==> src/rtl/mag_cal_pkg.sv <==
// Shared widths, register indexes, reset values and types of the magnetometer calibration block.
`timescale 1ns / 1ps

package mag_cal_pkg;

  localparam int unsigned COEF_FRAC_BITS = 14;
  localparam int unsigned OUT_FRAC_BITS  = 4;
  localparam int unsigned ADJ_FRAC_BITS  = 8;

  localparam int unsigned RAW_W     = 16;
  localparam int unsigned ADJ_W     = 8;
  localparam int unsigned FAC_W     = ADJ_W + 1;
  localparam int unsigned HARD_W    = 16;
  localparam int unsigned COEF_W    = 16;
  localparam int unsigned MAT_W     = 3 * COEF_W;
  localparam int unsigned FIELD_W   = 24;
  localparam int unsigned BODY_W    = 26;
  localparam int unsigned PROD_W    = COEF_W + BODY_W;
  localparam int unsigned ACC_W     = PROD_W + 2;
  localparam int unsigned RND_SHIFT = ADJ_FRAC_BITS + COEF_FRAC_BITS - OUT_FRAC_BITS;
  localparam int unsigned CFG_IDX_W = 3;
  localparam int unsigned CFG_DATA_W = MAT_W;

  localparam logic [CFG_IDX_W-1:0] REG_SENS_ADJ_X   = CFG_IDX_W'(0);
  localparam logic [CFG_IDX_W-1:0] REG_SENS_ADJ_Y   = CFG_IDX_W'(1);
  localparam logic [CFG_IDX_W-1:0] REG_SENS_ADJ_Z   = CFG_IDX_W'(2);
  localparam logic [CFG_IDX_W-1:0] REG_HARD_IRON_X  = CFG_IDX_W'(3);
  localparam logic [CFG_IDX_W-1:0] REG_HARD_IRON_Y  = CFG_IDX_W'(4);
  localparam logic [CFG_IDX_W-1:0] REG_HARD_IRON_Z  = CFG_IDX_W'(5);
  localparam logic [CFG_IDX_W-1:0] REG_MATRIX_DIAG  = CFG_IDX_W'(6);
  localparam logic [CFG_IDX_W-1:0] REG_MATRIX_OFFD  = CFG_IDX_W'(7);

  localparam logic [FAC_W-1:0]  FAC_OFFSET    = FAC_W'(128);
  localparam logic [ADJ_W-1:0]  SENS_ADJ_RST  = ADJ_W'(128);
  localparam logic [MAT_W-1:0]  MAT_DIAG_RST  = 48'h4000_4000_4000;
  localparam logic [MAT_W-1:0]  MAT_OFFD_RST  = '0;

  typedef struct packed {
    logic [ADJ_W-1:0]         adj_x;
    logic [ADJ_W-1:0]         adj_y;
    logic [ADJ_W-1:0]         adj_z;
    logic signed [HARD_W-1:0] hard_x;
    logic signed [HARD_W-1:0] hard_y;
    logic signed [HARD_W-1:0] hard_z;
    logic [MAT_W-1:0]         mat_diag;
    logic [MAT_W-1:0]         mat_offd;
  } cfg_t;

  typedef struct packed {
    logic                     ovf;
    logic signed [BODY_W-1:0] bx;
    logic signed [BODY_W-1:0] by;
    logic signed [BODY_W-1:0] bz;
  } body_t;

endpackage

==> src/rtl/mag_cal_if.sv <==


interface mag_cfg_if;
  import mag_cal_pkg::*;
  logic                  valid;
  logic                  ready;
  logic [CFG_IDX_W-1:0]  index;
  logic [CFG_DATA_W-1:0] data;

  modport source (output valid, index, data, input ready);
  modport sink (input valid, index, data, output ready);
endinterface

==> src/rtl/mag_cal_cfg.sv <==
// Configuration register file: sensitivity bytes, hard-iron offsets and soft-iron matrix.
`timescale 1ns / 1ps

module mag_cal_cfg (
  input  logic               clk_i,
  input  logic               rst_ni,
  mag_cfg_if.sink            cfg_i,
  output mag_cal_pkg::cfg_t  cfg_o
);
  import mag_cal_pkg::*;

  cfg_t cfg_q, cfg_d;

  assign cfg_i.ready = 1'b1;
  assign cfg_o       = cfg_q;

  always_comb begin
    cfg_d = cfg_q;
    if (cfg_i.valid) begin
      unique case (cfg_i.index)
        REG_SENS_ADJ_X:  cfg_d.adj_x    = cfg_i.data[ADJ_W-1:0];
        REG_SENS_ADJ_Y:  cfg_d.adj_y    = cfg_i.data[ADJ_W-1:0];
        REG_SENS_ADJ_Z:  cfg_d.adj_z    = cfg_i.data[ADJ_W-1:0];
        REG_HARD_IRON_X: cfg_d.hard_x   = $signed(cfg_i.data[HARD_W-1:0]);
        REG_HARD_IRON_Y: cfg_d.hard_y   = $signed(cfg_i.data[HARD_W-1:0]);
        REG_HARD_IRON_Z: cfg_d.hard_z   = $signed(cfg_i.data[HARD_W-1:0]);
        REG_MATRIX_DIAG: cfg_d.mat_diag = cfg_i.data[MAT_W-1:0];
        REG_MATRIX_OFFD: cfg_d.mat_offd = cfg_i.data[MAT_W-1:0];
        default:         cfg_d = cfg_q;
      endcase
    end
  end

  always_ff @(posedge clk_i or negedge rst_ni) begin
    if (!rst_ni) begin
      cfg_q.adj_x    <= SENS_ADJ_RST;
      cfg_q.adj_y    <= SENS_ADJ_RST;
      cfg_q.adj_z    <= SENS_ADJ_RST;
      cfg_q.hard_x   <= '0;
      cfg_q.hard_y   <= '0;
      cfg_q.hard_z   <= '0;
      cfg_q.mat_diag <= MAT_DIAG_RST;
      cfg_q.mat_offd <= MAT_OFFD_RST;
    end else begin
      cfg_q <= cfg_d;
    end
  end

endmodule

==> src/flat_wrapper.sv <==
// flat-port wrapper written by rule: the top's interface ports become plain ports
module mag_cal_cfg_flat import mag_cal_pkg::*;
  (clk_i, rst_ni, cfg_o, cfg_i_valid, cfg_i_index, cfg_i_data, cfg_i_ready);
  mag_cfg_if cfg_i_i ();
  input  logic clk_i;
  input  logic rst_ni;
  output mag_cal_pkg::cfg_t cfg_o;
  input wire logic [$bits(cfg_i_i.valid)-1:0] cfg_i_valid;
  input wire logic [$bits(cfg_i_i.index)-1:0] cfg_i_index;
  input wire logic [$bits(cfg_i_i.data)-1:0] cfg_i_data;
  output wire logic [$bits(cfg_i_i.ready)-1:0] cfg_i_ready;
  assign cfg_i_i.valid = cfg_i_valid;
  assign cfg_i_i.index = cfg_i_index;
  assign cfg_i_i.data = cfg_i_data;
  assign cfg_i_ready = cfg_i_i.ready;
  mag_cal_cfg u_core (.clk_i(clk_i), .rst_ni(rst_ni), .cfg_i(cfg_i_i), .cfg_o(cfg_o));
endmodule
==> config.mk <==
export PLATFORM = sky130hd
export DESIGN_NAME = mag_cal_cfg_flat
export DESIGN_NICKNAME = d
export VERILOG_FILES = /design/src/rtl/mag_cal_pkg.sv /design/src/rtl/mag_cal_if.sv /design/src/rtl/mag_cal_cfg.sv /design/src/flat_wrapper.sv
export SDC_FILE = /design/constraint.sdc
export NUM_CORES = 1
export LEC_CHECK = 0
export ABC_CLOCK_PERIOD_IN_PS = 1200
export BUFFER_PORTS_ARGS = -buffer_cell sky130_fd_sc_hd__buf_2
export CAP_MARGIN = 25
export CORE_MARGIN = 2
export CORE_UTILIZATION = 34
export CTS_BUF_LIST = sky130_fd_sc_hd__clkbuf_4 sky130_fd_sc_hd__clkbuf_8
export CTS_CLUSTER_DIAMETER = 200
export DETAILED_ROUTE_END_ITERATION = 6
export HOLD_SLACK_MARGIN = 0.15
export SLEW_MARGIN = 20
export SYNTH_ARGS = -nofsm -noshare
export SYNTH_HDL_FRONTEND = slang
export SYNTH_SLANG_ARGS = --single-unit
==> constraint.sdc <==
create_clock -name clk_i -period 1.2 [get_ports clk_i]
set_clock_uncertainty 0.15 [all_clocks]
set_input_delay 0.06 -clock clk_i [delete_from_list [all_inputs] [get_ports clk_i]]
set_output_delay 0.06 -clock clk_i [all_outputs]
set_load 0.005 [all_outputs]
==> results.cfg <==
[floorplanning]
start_util_pct = 34.6
die_area_um2 = 20100
fp.dieH_um = 142
core_area_um2 = 18600
fp.dieW_um = 142
num_rows = 50
io_pins = 223

[layout]
final_cells = 936
fillers = 1623
largest_reg_flops = 168
area_growth_pct = 44.1
final_common_cell = buf_2
drive_gt1_share_pct = 67.9
layout_common_cells = 216 x buf_2, 162 x dfrtp_1, 132 x mux2_2, 49 x dlygate4sd3_1, 48 x buf_4
nets = 745

[status]
violations = hold timing, setup timing
status = complete, but fails checks

[worst_setup_path]
start_kind = register
rr_worst_depth = 3
reg2reg_slack_ns = 0.04
end_kind = output pin
worstPathRequired_ns = 0.99
critical_path_arrival_ns = 1.08
crit_family = flip-flops
critical-path-max-stage-delay_ns = 0.55
cp_slowest_cell = dfstp_2
worst-path-buf-inv = 1
cp_cell_sequence = buf_6
path_depth = 1
critPathKind = register to output pin
crit_fanout = 2

[drt]
vias = 4274
ant_nets = 0
drt_wl_total_um = 15800
firstDrtPassIters = 4
drc = 0
dr.first_iter.drc_count = 100
post_drt_wl_per_cell_um = 16.9
vias_per_cell = 4.57

[global_routing]
grt_util_met1_pct = 21.0
grt_max_degree = 63
grtUsageMet3_pct = 4.66
grt.busiest_layer = met2
grt_pass1_wl_um = 25100
track_usage_pct = 16.1
overflow = 0
first_global_vias = 4547
grt_antenna_before_repair = 2
use_met2_pct = 26.1

[synthesis]
ys_warn_count = 0
synth_seq_cells = 168
ys_top_cells_by_area = dfrtp_1 63%, mux2_2 26%, dfstp_2 2.4%
syn_nets = 420
seq_area_frac_synth_pct = 65.3
synth_top_cell_by_area = dfrtp_1
syn_area_per_cell_um2 = 17.6
netlist_area_um2 = 6450
synth.distinct_cells = 14
yosysTopAreaCellShare_pct = 62.9
syn_inst = 366

[pwr]
p_int_w = 0.0120
power_w = 0.0160
clkPwrFrac_pct = 28.9
switchingPower_w = 0.00397
power_frac_seq_pct = 47.3
netSwitchingFraction_pct = 24.9
power_frac_comb_pct = 23.7
p_leak_nw = 4.58
vdd_drop_max_mv = 0.655
p_per_area_nw_per_um2 = 1720

[placed_design]
port_buffers = 221
hpwl_um = 11000
dp_cells = 823
gp_congestion = 0.733
pre_cts_ws_ns = -0.265

[clocking]
root_buffer = clkbuf_8
cts.sinks = 168
clk_path_buf_depth = 2
clkLatencyLatePin_ns = 0.43
cts_tree = built
htreeDepth = 4
numCtsBuffers = 17
path_clk_slew_ns = 0.08
cts.hold.buffers_added = 49

[timing]
drv_slew = 0
max_freq_mhz = 776
min_period_ns = 1.29
hold_viol_final = 11
tns_ns = -0.497
setup_violations = 6
min_period_over_period_pct = 107
whs_ns = -0.129
fin_ws_ns = -0.0895
rsz0062_at_grt = true

[flow_run]
cap_violations = 0

[hold_path]
hold_class = primary input to async pin
==> routing by layer <==
metal	up-vias	share of wire, %
met5	-	0.10
met4	2	1.5
met3	19	6.0
met2	142	48
met1	2159	45
li1	1952	-
==> cell type report <==
class                      instances  area [um^2]  share of cell area (%)
clock inverter                     7          168                    1.81
clock buffer                      22          290                    3.13
tap                              234          293                    3.15
antenna                            1         2.50                  0.0269
timing repair buffer             327         2170                    23.3
sequential                       168         4210                    45.4
multi-input combinational        177         2150                    23.2
==> worst paths after layout <==
check,endpoint,startpoint
setup / recovery,cfg_o[159],u_core.cfg_o[159]
hold / removal,u_core.cfg_o[25],rst_ni
setup reg to reg,u_core.cfg_o[157],u_core.cfg_o[157]
hold reg to reg,u_core.cfg_o[25],u_core.cfg_o[25]
max in group asynchronous,u_core.cfg_o[94],rst_ni
min in group clk_i,u_core.cfg_o[144],cfg_i_index[0]
==> cell usage after synthesis, drive strengths merged <==
cell type,count
dfstp,6
conb,1
buf,21
nor4bb,2
dfrtp,162
nand4b,3
and4bb,1
mux2,168
nor4b,1
nand4,1
==> power by group through the flow <==
stage | logic [W] | clock network, W | registers (W)
after floorplan | 0.00133 | 0 | 0.00774
after global placement | 0.00325 | 0 | 0.00760
after detailed placement | 0.00333 | 0 | 0.00767
after CTS | 0.00368 | 0.00478 | 0.00756
after global routing | 0.00413 | 0.00500 | 0.00772
final | 0.00379 | 0.00461 | 0.00755
==> stage by stage <==
| step | area [um^2] | util [%] | hold slack, ns |
|---|---|---|---|
| after floorplan | 6560 | - | -0.386 |
| after global placement | 8060 | 43.2 | -0.241 |
| after detailed placement | 8060 | 43.2 | -0.242 |
| after CTS | 9160 | 49.1 | -0.170 |
| after global routing | 9280 | 49.8 | -0.163 |
| final | 9290 | 49.8 | -0.129 |
==> what timing repair did <==
| item | in CTS | in global routing |
|---|---|---|
| setup buffers | 18 | 16 |
| cloned | 0 | 0 |
| endpoints found under the setup margin | 101 | 166 |
| pin swaps | 0 | 0 |
| gates resized for setup | 3 | 1 |
| endpoints found under the hold margin | 336 | 64 |
==> logic make-up (layout without fill, tap and decap cells) <==
kind of cell,Yosys count,after routing,share of synthesized area [%]
multiplexers,168,168,29.9
AND/OR/NAND/NOR,8,8,2.08
buffers and inverters,21,356,2.60
flip-flops,168,168,65.3
other,1,2,0.0582
No activity file was read; power rests on OpenSTA's default activity.
