==> config.mk <==
export PLATFORM = sky130hd
export DESIGN_NAME = mag_cal_adjust_flat
export DESIGN_NICKNAME = d
export VERILOG_FILES = /design/src/rtl/mag_cal_pkg.sv /design/src/rtl/mag_cal_if.sv /design/src/rtl/mag_cal_adjust.sv /design/src/flat_wrapper.sv
export SDC_FILE = /design/constraint.sdc
export NUM_CORES = 1
export LEC_CHECK = 0
export BUFFER_PORTS_ARGS = -buffer_cell sky130_fd_sc_hd__buf_2
export CAP_MARGIN = 25
export CORE_UTILIZATION = 50
export CTS_CLUSTER_DIAMETER = 30
export DETAILED_ROUTE_END_ITERATION = 7
export GPL_ROUTABILITY_DRIVEN = 0
export PLACE_DENSITY = 0.78
export SYNTH_ARGS = -nofsm -noshare
export SYNTH_HDL_FRONTEND = slang
export SYNTH_SLANG_ARGS = --single-unit
==> constraint.sdc <==
create_clock -name clk_i -period 3.8 [get_ports clk_i]
set_clock_uncertainty 0.1 [all_clocks]
set_input_delay 0.38 -clock clk_i [delete_from_list [all_inputs] [get_ports clk_i]]
set_output_delay 0.38 -clock clk_i [all_outputs]
set_load 0.05 [all_outputs]
==> src/rtl/mag_cal_pkg.sv <==
// Shared widths, register indexes, reset values and types of the magnetometer calibration block.
`timescale 1ns / 1ps

package mag_cal_pkg;

  localparam int unsigned COEF_FRAC_BITS = 14;
  localparam int unsigned OUT_FRAC_BITS  = 4;
  localparam int unsigned ADJ_FRAC_BITS  = 8;

  localparam int unsigned RAW_W     = 16;
  localparam int unsigned ADJ_W     = 8;
  localparam int unsigned FAC_W     = ADJ_W + 1;
  localparam int unsigned HARD_W    = 16;
  localparam int unsigned COEF_W    = 16;
  localparam int unsigned MAT_W     = 3 * COEF_W;
  localparam int unsigned FIELD_W   = 24;
  localparam int unsigned BODY_W    = 26;
  localparam int unsigned PROD_W    = COEF_W + BODY_W;
  localparam int unsigned ACC_W     = PROD_W + 2;
  localparam int unsigned RND_SHIFT = ADJ_FRAC_BITS + COEF_FRAC_BITS - OUT_FRAC_BITS;
  localparam int unsigned CFG_IDX_W = 3;
  localparam int unsigned CFG_DATA_W = MAT_W;

  localparam logic [CFG_IDX_W-1:0] REG_SENS_ADJ_X   = CFG_IDX_W'(0);
  localparam logic [CFG_IDX_W-1:0] REG_SENS_ADJ_Y   = CFG_IDX_W'(1);
  localparam logic [CFG_IDX_W-1:0] REG_SENS_ADJ_Z   = CFG_IDX_W'(2);
  localparam logic [CFG_IDX_W-1:0] REG_HARD_IRON_X  = CFG_IDX_W'(3);
  localparam logic [CFG_IDX_W-1:0] REG_HARD_IRON_Y  = CFG_IDX_W'(4);
  localparam logic [CFG_IDX_W-1:0] REG_HARD_IRON_Z  = CFG_IDX_W'(5);
  localparam logic [CFG_IDX_W-1:0] REG_MATRIX_DIAG  = CFG_IDX_W'(6);
  localparam logic [CFG_IDX_W-1:0] REG_MATRIX_OFFD  = CFG_IDX_W'(7);

  localparam logic [FAC_W-1:0]  FAC_OFFSET    = FAC_W'(128);
  localparam logic [ADJ_W-1:0]  SENS_ADJ_RST  = ADJ_W'(128);
  localparam logic [MAT_W-1:0]  MAT_DIAG_RST  = 48'h4000_4000_4000;
  localparam logic [MAT_W-1:0]  MAT_OFFD_RST  = '0;

  typedef struct packed {
    logic [ADJ_W-1:0]         adj_x;
    logic [ADJ_W-1:0]         adj_y;
    logic [ADJ_W-1:0]         adj_z;
    logic signed [HARD_W-1:0] hard_x;
    logic signed [HARD_W-1:0] hard_y;
    logic signed [HARD_W-1:0] hard_z;
    logic [MAT_W-1:0]         mat_diag;
    logic [MAT_W-1:0]         mat_offd;
  } cfg_t;

  typedef struct packed {
    logic                     ovf;
    logic signed [BODY_W-1:0] bx;
    logic signed [BODY_W-1:0] by;
    logic signed [BODY_W-1:0] bz;
  } body_t;

endpackage

==> src/rtl/mag_cal_if.sv <==
// Handshake interfaces for the sample, field and configuration channels.
`timescale 1ns / 1ps

interface mag_sample_if;
  import mag_cal_pkg::*;
  logic                    valid;
  logic                    ready;
  logic                    sample_ready;
  logic                    sample_overflow;
  logic signed [RAW_W-1:0] raw_x;
  logic signed [RAW_W-1:0] raw_y;
  logic signed [RAW_W-1:0] raw_z;

  modport source (output valid, sample_ready, sample_overflow, raw_x, raw_y, raw_z,
                  input ready);
  modport sink (input valid, sample_ready, sample_overflow, raw_x, raw_y, raw_z,
                output ready);
endinterface


==> src/rtl/mag_cal_adjust.sv <==
// Front pipeline: sensitivity scaling, body-frame remap and hard-iron removal.
`timescale 1ns / 1ps

module mag_cal_adjust (
  input  logic               clk_i,
  input  logic               rst_ni,
  input  mag_cal_pkg::cfg_t  cfg_i,
  mag_sample_if.sink         sample_i,
  output logic               body_valid_o,
  input  logic               body_ready_i,
  output mag_cal_pkg::body_t body_o
);
  import mag_cal_pkg::*;

  logic                     v1_q, v2_q;
  logic                     adv1, adv2;
  logic                     ovf1_q;
  logic signed [BODY_W-1:0] sx_q, sy_q, sz_q;
  logic signed [BODY_W-1:0] sx_d, sy_d, sz_d;
  logic signed [BODY_W-1:0] hx, hy, hz;
  body_t                    body_q, body_d;

  function automatic logic signed [BODY_W-1:0] scale_axis(
    input logic signed [RAW_W-1:0] raw,
    input logic [ADJ_W-1:0]        adj,
    input logic                    zero
  );
    logic signed [BODY_W-1:0] r;
    logic signed [BODY_W-1:0] f;
    r = zero ? '0 : BODY_W'(raw);
    f = BODY_W'({1'b0, adj} + FAC_OFFSET);
    return r * f;
  endfunction

  assign adv2           = !v2_q || body_ready_i;
  assign adv1           = !v1_q || adv2;
  assign sample_i.ready = adv1;
  assign body_valid_o   = v2_q;
  assign body_o         = body_q;

  always_comb begin
    sx_d = scale_axis(sample_i.raw_x, cfg_i.adj_x, sample_i.sample_overflow);
    sy_d = scale_axis(sample_i.raw_y, cfg_i.adj_y, sample_i.sample_overflow);
    sz_d = scale_axis(sample_i.raw_z, cfg_i.adj_z, sample_i.sample_overflow);
  end

  always_comb begin
    hx = BODY_W'(cfg_i.hard_x) <<< ADJ_FRAC_BITS;
    hy = BODY_W'(cfg_i.hard_y) <<< ADJ_FRAC_BITS;
    hz = BODY_W'(cfg_i.hard_z) <<< ADJ_FRAC_BITS;
    body_d.ovf = ovf1_q;
    body_d.bx  = -sy_q - hx;
    body_d.by  = sz_q - hy;
    body_d.bz  = -sx_q - hz;
  end

  // drop beats without new data at the first stage
  always_ff @(posedge clk_i or negedge rst_ni) begin
    if (!rst_ni) begin
      v1_q <= 1'b0;
      v2_q <= 1'b0;
    end else begin
      if (adv1) begin
        v1_q <= sample_i.valid && sample_i.sample_ready;
      end
      if (adv2) begin
        v2_q <= v1_q;
      end
    end
  end

  always_ff @(posedge clk_i) begin
    if (adv1) begin
      ovf1_q <= sample_i.sample_overflow;
      sx_q   <= sx_d;
      sy_q   <= sy_d;
      sz_q   <= sz_d;
    end
    if (adv2) begin
      body_q <= body_d;
    end
  end

endmodule

==> src/flat_wrapper.sv <==
// flat-port wrapper written by rule: the top's interface ports become plain ports
module mag_cal_adjust_flat import mag_cal_pkg::*;
  (clk_i, rst_ni, cfg_i, body_valid_o, body_ready_i, body_o, sample_i_valid, sample_i_sample_ready, sample_i_sample_overflow, sample_i_raw_x, sample_i_raw_y, sample_i_raw_z, sample_i_ready);
  mag_sample_if sample_i_i ();
  input  logic clk_i;
  input  logic rst_ni;
  input  mag_cal_pkg::cfg_t cfg_i;
  output logic body_valid_o;
  input  logic body_ready_i;
  output mag_cal_pkg::body_t body_o;
  input wire logic [$bits(sample_i_i.valid)-1:0] sample_i_valid;
  input wire logic [$bits(sample_i_i.sample_ready)-1:0] sample_i_sample_ready;
  input wire logic [$bits(sample_i_i.sample_overflow)-1:0] sample_i_sample_overflow;
  input wire logic [$bits(sample_i_i.raw_x)-1:0] sample_i_raw_x;
  input wire logic [$bits(sample_i_i.raw_y)-1:0] sample_i_raw_y;
  input wire logic [$bits(sample_i_i.raw_z)-1:0] sample_i_raw_z;
  output wire logic [$bits(sample_i_i.ready)-1:0] sample_i_ready;
  assign sample_i_i.valid = sample_i_valid;
  assign sample_i_i.sample_ready = sample_i_sample_ready;
  assign sample_i_i.sample_overflow = sample_i_sample_overflow;
  assign sample_i_i.raw_x = sample_i_raw_x;
  assign sample_i_i.raw_y = sample_i_raw_y;
  assign sample_i_i.raw_z = sample_i_raw_z;
  assign sample_i_ready = sample_i_i.ready;
  mag_cal_adjust u_core (.clk_i(clk_i), .rst_ni(rst_ni), .cfg_i(cfg_i), .sample_i(sample_i_i), .body_valid_o(body_valid_o), .body_ready_i(body_ready_i), .body_o(body_o));
endmodule
==> reports/metrics.yaml <==
sta:
  setup_viol_count_final: 63
  finalHoldViolations: 0
  period_needed_ns: 5.462
  finalCritPeriodShare_pct: 143.7
  fin_ws_ns: -1.662
  maxSlewHeadroom_pct: 56.46
  slew_viol_final: 0
  fin_setup_tns_ns: -67.00
  worst_slew_pin_slew_ns: 0.6476
  fmax_mhz: 183.1
  rsz0062_at_grt: "yes"
critical_path:
  worstSetupStartpointType: "input port"
  critical_path_arrival_ns: 5.59
  path_max_fanout: 7
  worst-setup-path-type: "in2reg"
  cp.required_ns: 3.92
  cp-end-kind: "flop"
global_routing:
  grt_pass1_wl_um: 104700
  grt_overflow: 0
  grt_max_degree: 82
  grt_usage_pct: 26.54
  grt_pass1_vias: 22370
  grt_antenna_before_repair: 5
clock_network:
  cts_buffer_depth: 2
  clock_latency_ns: 0.47
  cts_tree: "built"
  cts_buffers: 17
  h-tree-depth: 4
  clock-sinks: 160
  path_clk_slew_ns: 0.07
  root_buffer: "clkbuf_16"
logic_synthesis:
  synth_area_leader_cell: "fa_1"
  postSynth.asyncResetShare_pct: 1.250
  yosysMostFrequentCell: "inv_1"
  ys_ff_latch: 160
  postSynthCellCount: 2571
  synth_enable_flop_cells: 158
  synth_ff_type: "edfxtp_1"
  syn_area_per_cell_sq_um: 9.487
  yosys-top-cells-count: "inv_1, fa_1, nand2_1, ha_1, edfxtp_1"
  yosysWarningCount: 0
  yosysTopAreaCellShare_pct: 30.12
  synth_area_sq_um: 24390
  synthTopCellsByArea: "fa_1, edfxtp_1, ha_1, inv_1, nand2_1"
  seq_area_frac_synth_pct: 19.66
  synth_cell_types: 63
route:
  dr.pass1.iters: 7
  totalWireLength_um: 65370
  drc: 0
  wl_per_cell_um: 16.99
  ant_nets: 0
  drt_iter0_drc: 1074
  viasPerCell: 5.224
  vias: 20100
pwr:
  total_power_mw: 22.92
  powerDensity_nw_per_um2: 718.3
  ir_drop_mv: 0.4443
  p_leak_nw: 16.58
cells_and_area:
  layout-drive-gt1-share_pct: 30.78
  areaGrowthSynthToFinish_pct: 30.81
  final_nets: 4031
floorplanning:
  die_y_um: 222.9
  num_rows: 80
  initial_core_util_pct: 50.87
  die_width_um: 222.9
  io_pins: 303
  dieArea_sq_um: 49670
  core_area_sq_um: 47950
placed_design:
  dp_hpwl_um: 49780
  pre_cts_ws_ns: -2.187
  port_buffers: 206
status:
  violations: "negative setup slack"
  status: "finished with violations"
flow_run:
  drv.max_cap_violation_count: 0
worst_hold_path:
  hold_path.class: "in2reg"
-- power breakdown --
group	leakage, nW	internal, mW	total (mW)	switching [mW]
clock network	0.287	0.922	1.76	0.835
registers	1.68	3.44	3.67	0.236
logic	14.6	7.86	17.5	9.63
total	16.6	12.2	22.9	10.7
-- worst max-delay path: stages --
cell      delay, ns
buf_16         0.13
buf_8          0.14
nor2b_4        0.19
buf_4          0.15
buf_6          0.11
nand2_4        0.05
fa_1           0.53
inv_1          0.05
fa_1           0.47
fa_1           0.53
fa_1           0.58
inv_1          0.06
fa_1           0.49
inv_1          0.05
ha_1           0.32
nand2_1        0.10
nand2b_1       0.09
a21o_1         0.17
a21oi_2        0.14
nor2b_2        0.18
a21oi_2        0.09
a211o_1        0.33
a21oi_2        0.15
xnor2_1        0.09
-- what timing repair did --
item / 4_1_cts / 5_1_grt
pin swaps: 160 / 100
buffers inserted: 64 / 25
hold buffers: 1 / 0
gates cloned: 6 / 0
hold endpoints to repair: 2 / 0
endpoints found under the setup margin: 63 / 63
resized for setup: 241 / 81
-- layer usage --
layer | GRT usage (%) | share of wire [%] | wire length [um] | up-vias
met3 | 5.610 | 6.7 | 4388 | 205
met5 | 0 | 0.020 | 13 | -
met2 | 48.54 | 52 | 34120 | 715
li1 | - | - | - | 9255
met4 | 12.32 | 4.1 | 2668 | 2
met1 | 29.31 | 37 | 24180 | 9919
-- worst paths after layout --
check / start / end / slack [ns] / cells past startpoint
worst min register to register: u_core.sz_q[2]$_DFFE_PP_ / u_core.body_o[28]$_DFFE_PP_ / 0.32 / 0
min in group asynchronous: rst_ni / u_core.v1_q$_DFFE_PN0P_ / 0.14 / 2
max in group asynchronous: rst_ni / u_core.body_valid_o$_DFFE_PN0P_ / 3.36 / 2
worst max register to register: u_core.sy_q[8]$_DFFE_PP_ / u_core.body_o[74]$_DFFE_PP_ / 0.54 / 12
worst min-delay path: sample_i_valid / u_core.v1_q$_DFFE_PN0P_ / 0.03 / 3
worst max-delay path: sample_i_sample_overflow / u_core.sy_q[25]$_DFFE_PP_ / -1.66 / 24
-- flip-flops by register name (all words and copies together) (netlist names) --
signal / flops
u_core.body_o: 79
u_core.sx_q: 26
u_core.sy_q: 26
u_core.sz_q: 26
u_core.body_valid_o: 1
u_core.ovf1_q: 1
u_core.v1_q: 1
-- cell families (layout without fill, tap and decap cells) --
logic type                 after synthesis  after routing  share of synthesized area [%]
buffers and inverters                  672           1282                          10.34
DFF                                    160            160                          19.66
adders and majority gates              596            596                          41.87
other                                    2             51                        0.03079
xor gates and xnor gates               138            138                          4.955
muxes                                   45             45                          1.847
and+or+nand+nor                        666            668                          13.12
AOI/OAI and AO/OA                      292            292                          8.182
-- per-stage QoR --
step	utilization (%)	cell area (sq um)	instances	hold slack (ns)
finish	66.55	31910	3847	0.02861
global route	66.53	31900	3844	0.02919
CTS	65.45	31380	3820	0.004964
detailed placement	61.12	29310	3729	0.06740
global placement	61.12	29310	3729	0.06411
floorplan	-	25100	2614	-0.01559
-- cell type report --
type / instances / area, sq um
Multi-Input combinational cell: 1784 / 18800
Fill cell: 3436 / 16040
Sequential cell: 160 / 4796
Timing Repair Buffer: 643 / 4676
Inverter: 607 / 2281
Tap cell: 615 / 769.5
Clock buffer: 17 / 425.4
Clock inverter: 15 / 146.4
Antenna cell: 6 / 15.01
-- placed cells by master, fill, tap and decap left out, drive strengths merged, types with 38 or more instances in the layout --
cell,n
nor2b,53
a21o,38
mux2i,45
ha,229
xnor2,107
a21oi,91
nand2,285
conb,45
inv,616
nor2,90
o21ai,50
fa,367
edfxtp,158
buf,641
and2,110
(Power assumes the default switching activity.)
